<file path="config.mk">
export PLATFORM = sky130hd
export DESIGN_NAME = status_led_pattern_sequencer_core
export DESIGN_NICKNAME = d
export VERILOG_FILES = /design/src/sleds_pkg.sv /design/src/status_led_pattern_sequencer_core.sv /design/src/sleds_ctrl.sv /design/src/sleds_dp.sv
export SDC_FILE = /design/constraint.sdc
export NUM_CORES = 1
export LEC_CHECK = 0
export BUFFER_PORTS_ARGS = -buffer_cell sky130_fd_sc_hd__buf_2
export CORE_MARGIN = 2
export CORE_UTILIZATION = 55
export DETAILED_ROUTE_END_ITERATION = 7
export PLACE_DENSITY = 0.76
export SYNTH_ARGS = -nofsm -noshare
export SYNTH_HDL_FRONTEND = slang
export SYNTH_SLANG_ARGS = --single-unit
</file>
<file path="constraint.sdc">
create_clock -name clk -period 10.5 [get_ports clk]
set_clock_uncertainty 0.05 [all_clocks]
set_input_delay 0.525 -clock clk [delete_from_list [all_inputs] [get_ports clk]]
set_output_delay 0.525 -clock clk [all_outputs]
set_load 0.05 [all_outputs]
</file>
<file path="src/sleds_pkg.sv">
`timescale 1ns / 1ps
// Shared types and constants for the status LED pattern sequencer.
package sleds_pkg;

    localparam logic [31:0] SLOW_PERIOD_RST = 32'd500000;
    localparam logic [31:0] FAST_PERIOD_RST = 32'd100000;
    localparam logic [31:0] HOLD_TIME_RST   = 32'd500000;
    localparam logic [31:0] DARK_TIME_RST   = 32'd300000;

    localparam int DATA_W = 32;
    localparam int CNT_W  = 8;

    typedef enum logic [1:0] {
        CFG_SLOW_PERIOD = 2'd0,
        CFG_FAST_PERIOD = 2'd1,
        CFG_HOLD_TIME   = 2'd2,
        CFG_DARK_TIME   = 2'd3
    } cfg_idx_t;

    typedef enum logic [2:0] {
        MODE_LOWBAT,
        MODE_BIND,
        MODE_FAILSAFE,
        MODE_COMMAND,
        MODE_BLINK,
        MODE_STEADY
    } mode_t;

    typedef enum logic [2:0] {
        S_IDLE,
        S_EVAL,
        S_ARM,
        S_ELAPSED,
        S_DECIDE,
        S_DIV_INIT,
        S_DIV,
        S_FINISH
    } ctrl_state_t;

    typedef struct packed {
        logic capture;
        logic eval;
        logic arm;
        logic calc_elapsed;
        logic decide;
        logic div_init;
        logic div_step;
        logic finish;
    } cmd_t;

    typedef struct packed {
        mode_t mode_now;
        mode_t mode;
        logic  div_last;
        logic  out_free;
    } status_t;

endpackage

</file>
<file path="src/status_led_pattern_sequencer_core.sv">
`timescale 1ns / 1ps
// Top level of the status LED pattern sequencer.
// Steady on goes from evaluate to finish; a blink step adds arm, elapsed and decide; a flash
// mode adds a 32-step serial remainder by the period; command mode adds both.
// One item at a time: the next item is taken only after the last result is loaded into the
// output register. A stalled result holds the controller until it is taken.
// Reset: asynchronous active-low; configuration and sequencer state registers return to defaults, command flash armed.
module status_led_pattern_sequencer_core (
    input  logic        clk,
    input  logic        rst_n,
    input  logic        cfg_we,
    input  logic [1:0]  cfg_index,
    input  logic [31:0] cfg_data,
    input  logic        in_valid,
    output logic        in_stall,
    input  logic [31:0] time_us,
    input  logic        low_battery,
    input  logic        bind_mode,
    input  logic        failsafe,
    input  logic        start_command,
    input  logic        load_blink,
    input  logic [7:0]  blink_count,
    output logic        out_valid,
    input  logic        out_stall,
    output logic        led_on
);

    sleds_pkg::cmd_t    cmd;
    sleds_pkg::status_t status;

    sleds_ctrl u_ctrl (
        .clk      (clk),
        .rst_n    (rst_n),
        .in_valid (in_valid),
        .in_stall (in_stall),
        .status   (status),
        .cmd      (cmd)
    );

    sleds_dp u_dp (
        .clk           (clk),
        .rst_n         (rst_n),
        .cfg_we        (cfg_we),
        .cfg_index     (cfg_index),
        .cfg_data      (cfg_data),
        .time_us       (time_us),
        .low_battery   (low_battery),
        .bind_mode     (bind_mode),
        .failsafe      (failsafe),
        .start_command (start_command),
        .load_blink    (load_blink),
        .blink_count   (blink_count),
        .led_on        (led_on),
        .out_valid     (out_valid),
        .out_stall     (out_stall),
        .cmd           (cmd),
        .status        (status)
    );

`ifndef SYNTH
    a_one_at_a_time: assert property (@(posedge clk) disable iff (!rst_n)
        (in_valid && !in_stall) |=> in_stall)
        else $error("second item taken while one is in progress");
`endif

endmodule

</file>
<file path="src/sleds_ctrl.sv">
`timescale 1ns / 1ps
// Controller state machine sequencing one item through the datapath.
module sleds_ctrl (
    input  logic               clk,
    input  logic               rst_n,
    input  logic               in_valid,
    output logic               in_stall,
    input  sleds_pkg::status_t status,
    output sleds_pkg::cmd_t    cmd
);

    sleds_pkg::ctrl_state_t state_reg;
    sleds_pkg::ctrl_state_t state_next;

    always_ff @(posedge clk or negedge rst_n)
    begin
        if (!rst_n)
        begin
            state_reg <= sleds_pkg::S_IDLE;
        end
        else
        begin
            state_reg <= state_next;
        end
    end

    always_comb
    begin
        state_next = state_reg;
        case (state_reg)
            sleds_pkg::S_IDLE:
            begin
                if (in_valid)
                begin
                    state_next = sleds_pkg::S_EVAL;
                end
            end
            sleds_pkg::S_EVAL:
            begin
                case (status.mode_now)
                    sleds_pkg::MODE_LOWBAT,
                    sleds_pkg::MODE_BIND,
                    sleds_pkg::MODE_FAILSAFE: state_next = sleds_pkg::S_DIV_INIT;
                    sleds_pkg::MODE_COMMAND,
                    sleds_pkg::MODE_BLINK:    state_next = sleds_pkg::S_ARM;
                    default:                  state_next = sleds_pkg::S_FINISH;
                endcase
            end
            sleds_pkg::S_ARM:     state_next = sleds_pkg::S_ELAPSED;
            sleds_pkg::S_ELAPSED: state_next = sleds_pkg::S_DECIDE;
            sleds_pkg::S_DECIDE:
            begin
                if (status.mode == sleds_pkg::MODE_COMMAND)
                begin
                    state_next = sleds_pkg::S_DIV_INIT;
                end
                else
                begin
                    state_next = sleds_pkg::S_FINISH;
                end
            end
            sleds_pkg::S_DIV_INIT: state_next = sleds_pkg::S_DIV;
            sleds_pkg::S_DIV:
            begin
                if (status.div_last)
                begin
                    state_next = sleds_pkg::S_FINISH;
                end
            end
            sleds_pkg::S_FINISH:
            begin
                if (status.out_free)
                begin
                    state_next = sleds_pkg::S_IDLE;
                end
            end
            default: state_next = sleds_pkg::S_IDLE;
        endcase
    end

    always_comb
    begin
        cmd      = '0;
        in_stall = 1'b1;
        case (state_reg)
            sleds_pkg::S_IDLE:
            begin
                in_stall    = 1'b0;
                cmd.capture = in_valid;
            end
            sleds_pkg::S_EVAL:     cmd.eval         = 1'b1;
            sleds_pkg::S_ARM:      cmd.arm          = 1'b1;
            sleds_pkg::S_ELAPSED:  cmd.calc_elapsed = 1'b1;
            sleds_pkg::S_DECIDE:   cmd.decide       = 1'b1;
            sleds_pkg::S_DIV_INIT: cmd.div_init     = 1'b1;
            sleds_pkg::S_DIV:      cmd.div_step     = 1'b1;
            sleds_pkg::S_FINISH:   cmd.finish       = status.out_free;
            default:               cmd              = '0;
        endcase
    end

endmodule

</file>
<file path="src/sleds_dp.sv">
`timescale 1ns / 1ps
// Datapath: configuration, mode state, shared timer, serial remainder unit, output register.
module sleds_dp (
    input  logic                        clk,
    input  logic                        rst_n,
    input  logic                        cfg_we,
    input  logic [1:0]                  cfg_index,
    input  logic [sleds_pkg::DATA_W-1:0] cfg_data,
    input  logic [sleds_pkg::DATA_W-1:0] time_us,
    input  logic                        low_battery,
    input  logic                        bind_mode,
    input  logic                        failsafe,
    input  logic                        start_command,
    input  logic                        load_blink,
    input  logic [sleds_pkg::CNT_W-1:0]  blink_count,
    output logic                        led_on,
    output logic                        out_valid,
    input  logic                        out_stall,
    input  sleds_pkg::cmd_t             cmd,
    output sleds_pkg::status_t          status
);

    localparam int W = sleds_pkg::DATA_W;

    logic [W-1:0] slow_period_reg, fast_period_reg, hold_time_reg, dark_time_reg;

    logic                        command_active_reg, command_active_next;
    logic                        timer_armed_reg, timer_armed_next;
    logic [W-1:0]                mark_time_reg, mark_time_next;
    logic [sleds_pkg::CNT_W-1:0] blinks_left_reg, blinks_left_next;
    logic                        out_valid_reg, out_valid_next;

    logic [W-1:0]     now_reg;
    logic             lowbat_reg, bind_reg, fs_reg;
    sleds_pkg::mode_t mode_reg;
    sleds_pkg::mode_t mode_now;
    logic [W-1:0]     elapsed_reg;
    logic             led_res_reg;
    logic [W-1:0]     period_reg;
    logic [W-1:0]     thr_reg;
    logic [W-1:0]     rem_reg;
    logic [W-1:0]     dividend_reg;
    logic [4:0]       cnt_reg;
    logic             led_out_reg;

    logic [W:0]       div_tmp;
    logic [W:0]       div_diff;
    logic [W-1:0]     period_sel;
    logic [W+3:0]     prod12;
    logic [W+3:0]     prod15;
    logic [W-1:0]     thr_sel;
    logic [W-1:0]     rem_eff;
    logic             flash_led;
    logic             use_flash;

    // configuration registers
    always_ff @(posedge clk or negedge rst_n)
    begin
        if (!rst_n)
        begin
            slow_period_reg <= sleds_pkg::SLOW_PERIOD_RST;
            fast_period_reg <= sleds_pkg::FAST_PERIOD_RST;
            hold_time_reg   <= sleds_pkg::HOLD_TIME_RST;
            dark_time_reg   <= sleds_pkg::DARK_TIME_RST;
        end
        else if (cfg_we)
        begin
            case (cfg_index)
                sleds_pkg::CFG_SLOW_PERIOD: slow_period_reg <= cfg_data;
                sleds_pkg::CFG_FAST_PERIOD: fast_period_reg <= cfg_data;
                sleds_pkg::CFG_HOLD_TIME:   hold_time_reg   <= cfg_data;
                sleds_pkg::CFG_DARK_TIME:   dark_time_reg   <= cfg_data;
                default:                    slow_period_reg <= slow_period_reg;
            endcase
        end
    end

    // priority of modes
    always_comb
    begin
        if (lowbat_reg)
        begin
            mode_now = sleds_pkg::MODE_LOWBAT;
        end
        else if (bind_reg)
        begin
            mode_now = sleds_pkg::MODE_BIND;
        end
        else if (fs_reg)
        begin
            mode_now = sleds_pkg::MODE_FAILSAFE;
        end
        else if (command_active_reg)
        begin
            mode_now = sleds_pkg::MODE_COMMAND;
        end
        else if (blinks_left_reg != '0)
        begin
            mode_now = sleds_pkg::MODE_BLINK;
        end
        else
        begin
            mode_now = sleds_pkg::MODE_STEADY;
        end
    end

    always_comb
    begin
        command_active_next = command_active_reg;
        timer_armed_next    = timer_armed_reg;
        mark_time_next      = mark_time_reg;
        blinks_left_next    = blinks_left_reg;
        out_valid_next      = out_valid_reg && out_stall;
        if (cmd.capture)
        begin
            if (start_command)
            begin
                command_active_next = 1'b1;
            end
            if (load_blink)
            begin
                blinks_left_next = blink_count;
            end
        end
        if (cmd.arm && !timer_armed_reg)
        begin
            timer_armed_next = 1'b1;
            mark_time_next   = now_reg;
        end
        if (cmd.decide && (elapsed_reg > hold_time_reg))
        begin
            timer_armed_next = 1'b0;
            if (mode_reg == sleds_pkg::MODE_COMMAND)
            begin
                command_active_next = 1'b0;
            end
            else
            begin
                blinks_left_next = blinks_left_reg - 8'd1;
            end
        end
        if (cmd.finish)
        begin
            out_valid_next = 1'b1;
        end
    end

    always_ff @(posedge clk or negedge rst_n)
    begin
        if (!rst_n)
        begin
            command_active_reg <= 1'b1;
            timer_armed_reg    <= 1'b0;
            mark_time_reg      <= '0;
            blinks_left_reg    <= '0;
            out_valid_reg      <= 1'b0;
        end
        else
        begin
            command_active_reg <= command_active_next;
            timer_armed_reg    <= timer_armed_next;
            mark_time_reg      <= mark_time_next;
            blinks_left_reg    <= blinks_left_next;
            out_valid_reg      <= out_valid_next;
        end
    end

    // flash threshold: (period * duty) >> 4
    assign period_sel = ((mode_reg == sleds_pkg::MODE_LOWBAT) ||
                         (mode_reg == sleds_pkg::MODE_FAILSAFE)) ? slow_period_reg
                                                                 : fast_period_reg;
    assign prod12 = {1'b0, period_sel, 3'b000} + {2'b00, period_sel, 2'b00};
    assign prod15 = {period_sel, 4'b0000} - {4'b0000, period_sel};

    always_comb
    begin
        case (mode_reg)
            sleds_pkg::MODE_BIND:     thr_sel = prod12[W+3:4];
            sleds_pkg::MODE_FAILSAFE: thr_sel = prod15[W+3:4];
            default:                  thr_sel = {1'b0, period_sel[W-1:1]};
        endcase
    end

    // restoring remainder, one dividend bit per cycle
    assign div_tmp  = {rem_reg, dividend_reg[W-1]};
    assign div_diff = div_tmp - {1'b0, period_reg};

    assign rem_eff   = (period_reg == '0) ? now_reg : rem_reg;
    assign flash_led = rem_eff > thr_reg;
    assign use_flash = (mode_reg != sleds_pkg::MODE_BLINK) &&
                       (mode_reg != sleds_pkg::MODE_STEADY);

    always_ff @(posedge clk)
    begin
        if (cmd.capture)
        begin
            now_reg    <= time_us;
            lowbat_reg <= low_battery;
            bind_reg   <= bind_mode;
            fs_reg     <= failsafe;
        end
        if (cmd.eval)
        begin
            mode_reg    <= mode_now;
            led_res_reg <= 1'b1;
        end
        if (cmd.calc_elapsed)
        begin
            elapsed_reg <= now_reg - mark_time_reg;
        end
        if (cmd.decide)
        begin
            led_res_reg <= (elapsed_reg > hold_time_reg) || (elapsed_reg > dark_time_reg);
        end
        if (cmd.div_init)
        begin
            period_reg   <= period_sel;
            thr_reg      <= thr_sel;
            rem_reg      <= '0;
            dividend_reg <= now_reg;
            cnt_reg      <= '0;
        end
        if (cmd.div_step)
        begin
            rem_reg      <= (div_tmp >= {1'b0, period_reg}) ? div_diff[W-1:0] : div_tmp[W-1:0];
            dividend_reg <= {dividend_reg[W-2:0], 1'b0};
            cnt_reg      <= cnt_reg + 5'd1;
        end
        if (cmd.finish)
        begin
            led_out_reg <= use_flash ? flash_led : led_res_reg;
        end
    end

    assign led_on    = led_out_reg;
    assign out_valid = out_valid_reg;

    always_comb
    begin
        status          = '0;
        status.mode_now = mode_now;
        status.mode     = mode_reg;
        status.div_last = (cnt_reg == 5'd31);
        status.out_free = !out_valid_reg || !out_stall;
    end

`ifndef SYNTH
    a_blinks_step: assert property (@(posedge clk) disable iff (!rst_n)
        ((blinks_left_reg != $past(blinks_left_reg)) && !$past(cmd.capture))
        |-> (blinks_left_reg == $past(blinks_left_reg) - 8'd1))
        else $error("blink counter moved by more than one outside a load");
    a_arm_source: assert property (@(posedge clk) disable iff (!rst_n)
        $rose(timer_armed_reg) |-> $past(cmd.arm))
        else $error("timer armed without an arm command");
    a_no_load_while_full: assert property (@(posedge clk) disable iff (!rst_n)
        cmd.finish |-> (!out_valid_reg || !out_stall))
        else $error("result loaded over an unaccepted item");
`endif

endmodule

</file>
Word level (Yosys, flattened, before mapping)
Index checks and enable logic that the tools add are counted.

cells by class
  multiplexer cells = 44
  equal/unequal tests = 23
  $add $sub $neg = 6
  reduce and logical (&&, ||, !) cells = 26
  order comparisons = 4

operators by type and width
  kind                                                                   count
  32-bit 2-to-1 mux                                                      7
  32-bit greater-than comparator                                         3
  32-bit case mux with 2 select lines                                    1
  32-bit subtractor                                                      2
  35-bit by 34-bit adder with 36-bit output                              1
  36-bit by 32-bit subtractor with 36-bit output                         1
  33-bit by 32-bit >= comparator with 1-bit output                       1
  32-bit zero test                                                       1
  8-bit 2-to-1 mux                                                       4
  3-bit case mux with 8 select lines                                     1
  3-bit 2-to-1 mux                                                       7
  1-bit 2-to-1 mux                                                       20
  3-bit by 2-bit equality test with 1-bit output, second input constant  6
  3-bit equality test, second input constant                             5
  5-bit 2-to-1 mux                                                       2
  3-bit by 1-bit equality test with 1-bit output, second input constant  3
  3-bit zero test                                                        3
  2-bit AND reduction                                                    4
  8-bit nonzero test                                                     1
  8-bit by 1-bit subtractor with 8-bit output, second input constant     1
  3-bit != test, second input constant                                   2
  3-bit case mux with 2 select lines                                     1
  2-bit nonzero test                                                     3
  5-bit by 1-bit adder with 5-bit output, second input constant          1
  13 further kinds                                                       22

storage, ports and cells
  bits of input ports = 84
  register bits = 379
  logic and storage cells = 127

Longest topological paths before layout
  depth after elaboration = 10
  depth in mapped cells = 20

By module
Synthesis repeated with hierarchy kept, for this count alone.

second synthesis, totals
  cell total of the unflattened synthesis = 2477
  area, all modules = 25100.3 µm²

by module, submodules not included
  module      area an instance (µm²)  times used  seq. area each (µm²)  cells an instance
  sleds_dp    24798.8                 1           10461.3               2442
  sleds_ctrl  301.5                   1           75.1                  35

Worst setup path before layout
No wires, ideal clock.

  path kind = register to register
  start = reg u_ctrl.state_reg[2]
  end = reg u_dp.cnt_reg[0] (enable)
  path slack = 4.918 ns
  setup time = 0.436 ns
  arrival = 5.096 ns
  path buffers = 2
  required time = 10.014 ns
  period minus slack after synthesis = 5.582 ns
  stages on the path, launching flop included = 6
  cells stage by stage = dfrtp_1 -> clkbuf_1 -> inv_1 -> nor3b_1 -> clkbuf_1 -> nand2b_1

between the ends
  cells in the longest elaborated chain, start to end = 3
  elaborated cells between the ends (all ways) = 5
  classes of those cells = 2 x eq/ne; 2 x mux; 1 x reduce/logical

ends and longest elaborated chain
  item                                   line              text
  start: declaration                     sleds_ctrl.sv:12  sleds_pkg::ctrl_state_t state_reg;
  start signal: assignment               sleds_ctrl.sv:19  state_reg <= sleds_pkg::S_IDLE;
  start signal: assignment               sleds_ctrl.sv:23  state_reg <= state_next;
  3-bit equality test                    sleds_ctrl.sv:85  case (state_reg)
  1-bit 2-to-1 mux                       sleds_ctrl.sv:85
  2-bit nonzero test (no source line) *  n/a
  end signal: assignment                 sleds_dp.sv:227   cnt_reg <= cnt_reg + 5'd1;
  end: declaration                       sleds_dp.sv:43    logic [4:0] cnt_reg;

Every way passes the cells marked *; elsewhere a longest branch is shown, timed or not.
A chain may end at the register's enable or synchronous reset.

Final worst setup path
  start = reg u_dp.mode_reg[2]
  end = reg u_dp.thr_reg[30], data pin

between the ends
  cells in the longest elaborated chain, start to end = 5
  elaborated cells between the ends (all ways) = 8
  classes of those cells = 2 x add/sub; 2 x eq/ne; 2 x mux; 2 x reduce/logical

ends and longest elaborated chain
  item                                                                                                                line                                               text
  start: declaration                                                                                                  sleds_dp.sv:35                                     sleds_pkg::mode_t mode_reg;
  start signal: assignment                                                                                            sleds_dp.sv:204                                    mode_reg <= mode_now;
  3-bit by 2-bit equality test with 1-bit output / 3-bit zero test (equally long branches)                            sleds_dp.sv:170, sleds_dp.sv:177, sleds_dp.sv:169
  1-bit logical OR                                                                                                    sleds_dp.sv:169                                    assign period_sel = ((mode_reg == sleds_pkg::MODE_LOWBAT) ||
  32-bit 2-to-1 mux                                                                                                   sleds_dp.sv:170                                    (mode_reg == sleds_pkg::MODE_FAILSAFE)) ? slow_period_reg
  36-bit by 32-bit subtractor with 36-bit output / 35-bit by 34-bit adder with 36-bit output (equally long branches)  sleds_dp.sv:173, sleds_dp.sv:172
  32-bit case mux with 2 select lines *                                                                               sleds_dp.sv:177                                    case (mode_reg)
  named net u_dp.thr_sel[30]                                                                                          sleds_dp.sv:51                                     logic [W-1:0] thr_sel;
  end signal: assignment                                                                                              sleds_dp.sv:218                                    thr_reg <= thr_sel;
  end: declaration                                                                                                    sleds_dp.sv:40                                     logic [W-1:0] thr_reg;

Mark *: on every way through the listed nets, which the timed path passes. The rest lies on a longest branch.

==> results.json <==
{
  "grt_pass1_wl_mm": 113,
  "core.rowCount": 78,
  "path_class": "reg -> reg",
  "overflow": 0,
  "placed_area_sq_um": 26400,
  "slew_viol_final": 0,
  "hold_path.class": "in -> async",
  "dpl_worst_slack_ns": 4.99,
  "synth-seq-cells": 379,
  "finalSetupTns_ns": 0,
  "syn-cell-area_sq_um": 25300,
  "dr.pass1.iters": 7,
  "powerDensity_nw_per_um2": 290,
  "cts_tree": "done",
  "layout_min_cycle_time_ns": 5.64,
  "synthArstFlopShare": 0.459,
  "maxCapViolations": 0,
  "slew_headroom": 0.314,
  "grt_max_degree": 115,
  "timing.critical_path.from": "u_dp.mode_reg[2]",
  "antenna_found_initial": 1,
  "post-route-drc-count": 0,
  "reg2reg_from": "u_dp.mode_reg[2]",
  "endpoint_kind": "register",
  "die_w_microns": 219,
  "via_count": 20100,
  "gp_congestion": 0.939,
  "yosys_warnings": 0,
  "reg2regPathDepth": 15,
  "setup_viol": 0,
  "rsz0062_at_grt": "false",
  "required_ns": 10.77,
  "final_core_util": 0.612,
  "vdd_drop_max_uv": 181,
  "leakage_nw": 12.0,
  "cts_root_buf": "clkbuf_16",
  "cts_resized": 0,
  "synthDistinctLibCells": 89,
  "dieArea_sq_um": 47800,
  "clockBufferDepth": 3,
  "syn_inst": 2537,
  "avgSynthCellArea_sq_um": 9.98,
  "postCtsSetupBuffers": 0,
  "ant_nets": 0,
  "drive_above_1_share": 0.164,
  "ctsHoldBuffers": 0,
  "final_nets": 2899,
  "worstMarginPinSlew_ns": 1.03,
  "grt_pass1_vias": 19300,
  "start_kind": "register",
  "hpwl_mm": 54.9,
  "clk_pin_slew_ns": 0.06,
  "finalWorstSetupSlack_ns": 4.86,
  "routed_wl_mm": 73.1,
  "max_freq_ghz": 0.177,
  "clkSinkCount": 379,
  "syn_nets": 2828,
  "fin_crit_sh": 0.537,
  "numCtsBuffers": 42,
  "coreArea_sq_um": 45400,
  "fp.dieH_microns": 219,
  "first_iter_violations": 2030,
  "start_util": 0.558,
  "htree_levels": 2,
  "dominantRegCellSynth": "edfxtp_1",
  "fin_area_sq_um": 27800,
  "status": "finished clean",
  "clk_latency_ns": 0.59,
  "yosysSeqAreaShare": 0.416,
  "syn2layout_area_growth_pct": 9.73,
  "r2r_slack_ns": 4.86,
  "io_buffers": 86,
  "hold_violations": 0,
  "critical_path_arrival_ns": 5.91,
  "io_pins": 87,
  "avgRoutedWirePerCell_microns": 22.5,
  "synth_edf_count": 204,
  "routed_via_density": 6.19,
  "grt.total_usage": 0.310,
  "path_max_fanout": 57,
  "worstReg2RegEnd": "u_dp.thr_reg[30]"
}
-- worst max-delay path, cell delays in order, from the launching register on --
cell and delay [ns]:
edfxtp_1 0.90, or2_2 0.40, buf_4 0.63, mux2i_1 0.40, inv_1 0.16, ha_1 0.27
nor3_1 0.31, a211oi_1 0.13, a21o_1 0.22, or2_2 0.29, o21ai_0 0.36, o22ai_1 0.25
o2111ai_1 0.40, o22a_1 0.22, mux2i_1 0.24, o31ai_2 0.09
-- metrics by stage --
step	total power, mW	instances	hold slack [ns]
floorplan	5.36	2537	0.179
global placement	6.40	3164	0.428
detailed placement	6.49	3164	0.439
CTS	8.00	3241	0.0391
global route	8.59	3241	0.0532
finish	8.06	3243	0.0305
-- worst max path at each step --
stage	end	slack (ns)	cells past startpoint
after floorplan	u_dp.cnt_reg[0]	4.92	5
after global placement	u_dp.thr_reg[28]	5.20	15
after detailed placement	u_dp.thr_reg[30]	4.99	15
after CTS	u_dp.thr_reg[30]	4.98	15
after global routing	u_dp.thr_reg[28]	4.42	15
final	u_dp.thr_reg[30]	4.86	15
-- power breakdown --
part           switching (mW)  total (mW)  internal (mW)
logic                    2.46        4.04           1.58
registers               0.361        2.57           2.20
clock network           0.630        1.46          0.827
total                    3.45        8.06           4.61
-- per-layer routing --
layer | track usage | part of all wire | routed length [microns]
met1 | 0.457 | 0.46 | 33500
met2 | 0.481 | 0.45 | 32600
met3 | 0.0372 | 0.071 | 5230
met4 | 0.0830 | 0.026 | 1870
met5 | 0 | 0 | 0
-- cells in the final DEF (no fill, tap or decap), types with 17 or more instances in the layout --
master,Yosys,final
nand3_1,45,45
buf_2,8,85
xor2_1,55,55
dfstp_2,29,29
a22oi_1,17,17
and3_1,28,28
buf_4,1,32
dfrtp_1,145,145
mux2_2,170,170
ha_1,205,205
nor2b_1,34,34
nand4_1,36,36
a211oi_1,21,21
nor3_1,50,50
o211ai_1,22,22
o21a_1,20,20
nand2_1,146,146
nand2b_1,31,30
a21o_1,60,60
a21oi_1,173,172
o21ai_0,158,158
a31oi_1,22,22
xnor2_1,78,78
clkbuf_16,0,42
a22o_1,32,32
nor2_1,161,156
mux2i_1,48,48
inv_1,234,234
edfxtp_1,204,204
-- kinds of logic (layout without fill, tap and decap cells) --
group | count (synthesis) | in the layout | share of synthesized area
other cells | 0 | 2 | 0
flops | 379 | 379 | 0.416
buf+inv | 329 | 433 | 0.0496
compound gates | 645 | 645 | 0.166
simple gates | 615 | 615 | 0.120
xor+xnor | 133 | 133 | 0.0460
fa+ha+maj | 215 | 215 | 0.106
mux | 221 | 221 | 0.0966
-- area by class of cell --
cell class	instances	area [sq um]
clock buffers	55	1150
inverters	238	893
clock inverters	22	200
diodes	2	5.00
multi-input cells	1829	13600
well taps	600	751
flip-flops and latches	379	10500
repair buffers	118	677
fillers	3696	17600
-- cells in the mapped netlist (15+ instances only) --
cell,instances,area share
dfrtp_1,145,0.14
nand3_1,45,0.0089
dfstp_2,29,0.030
o211ai_1,22,0.0065
a31oi_1,22,0.0054
xor2_1,55,0.019
nor2_1,161,0.024
a21o_1,60,0.018
a211oi_1,21,0.0062
clkbuf_1,68,0.010
nor2b_1,34,0.0084
xnor2_1,78,0.027
nand4_1,36,0.0089
a22oi_1,17,0.0050
nor3_1,50,0.0099
mux2i_1,48,0.019
o21a_1,20,0.0059
o21ai_0,158,0.031
nand2b_1,31,0.0077
ha_1,205,0.10
and3_1,28,0.0069
nand2_1,146,0.022
a21oi_1,173,0.034
nor4_1,15,0.0037
o21bai_1,15,0.0044
inv_1,234,0.035
and2_1,15,0.0037
mux2_2,170,0.076
a22o_1,32,0.011
edfxtp_1,204,0.24
(Power assumes the default switching activity.)
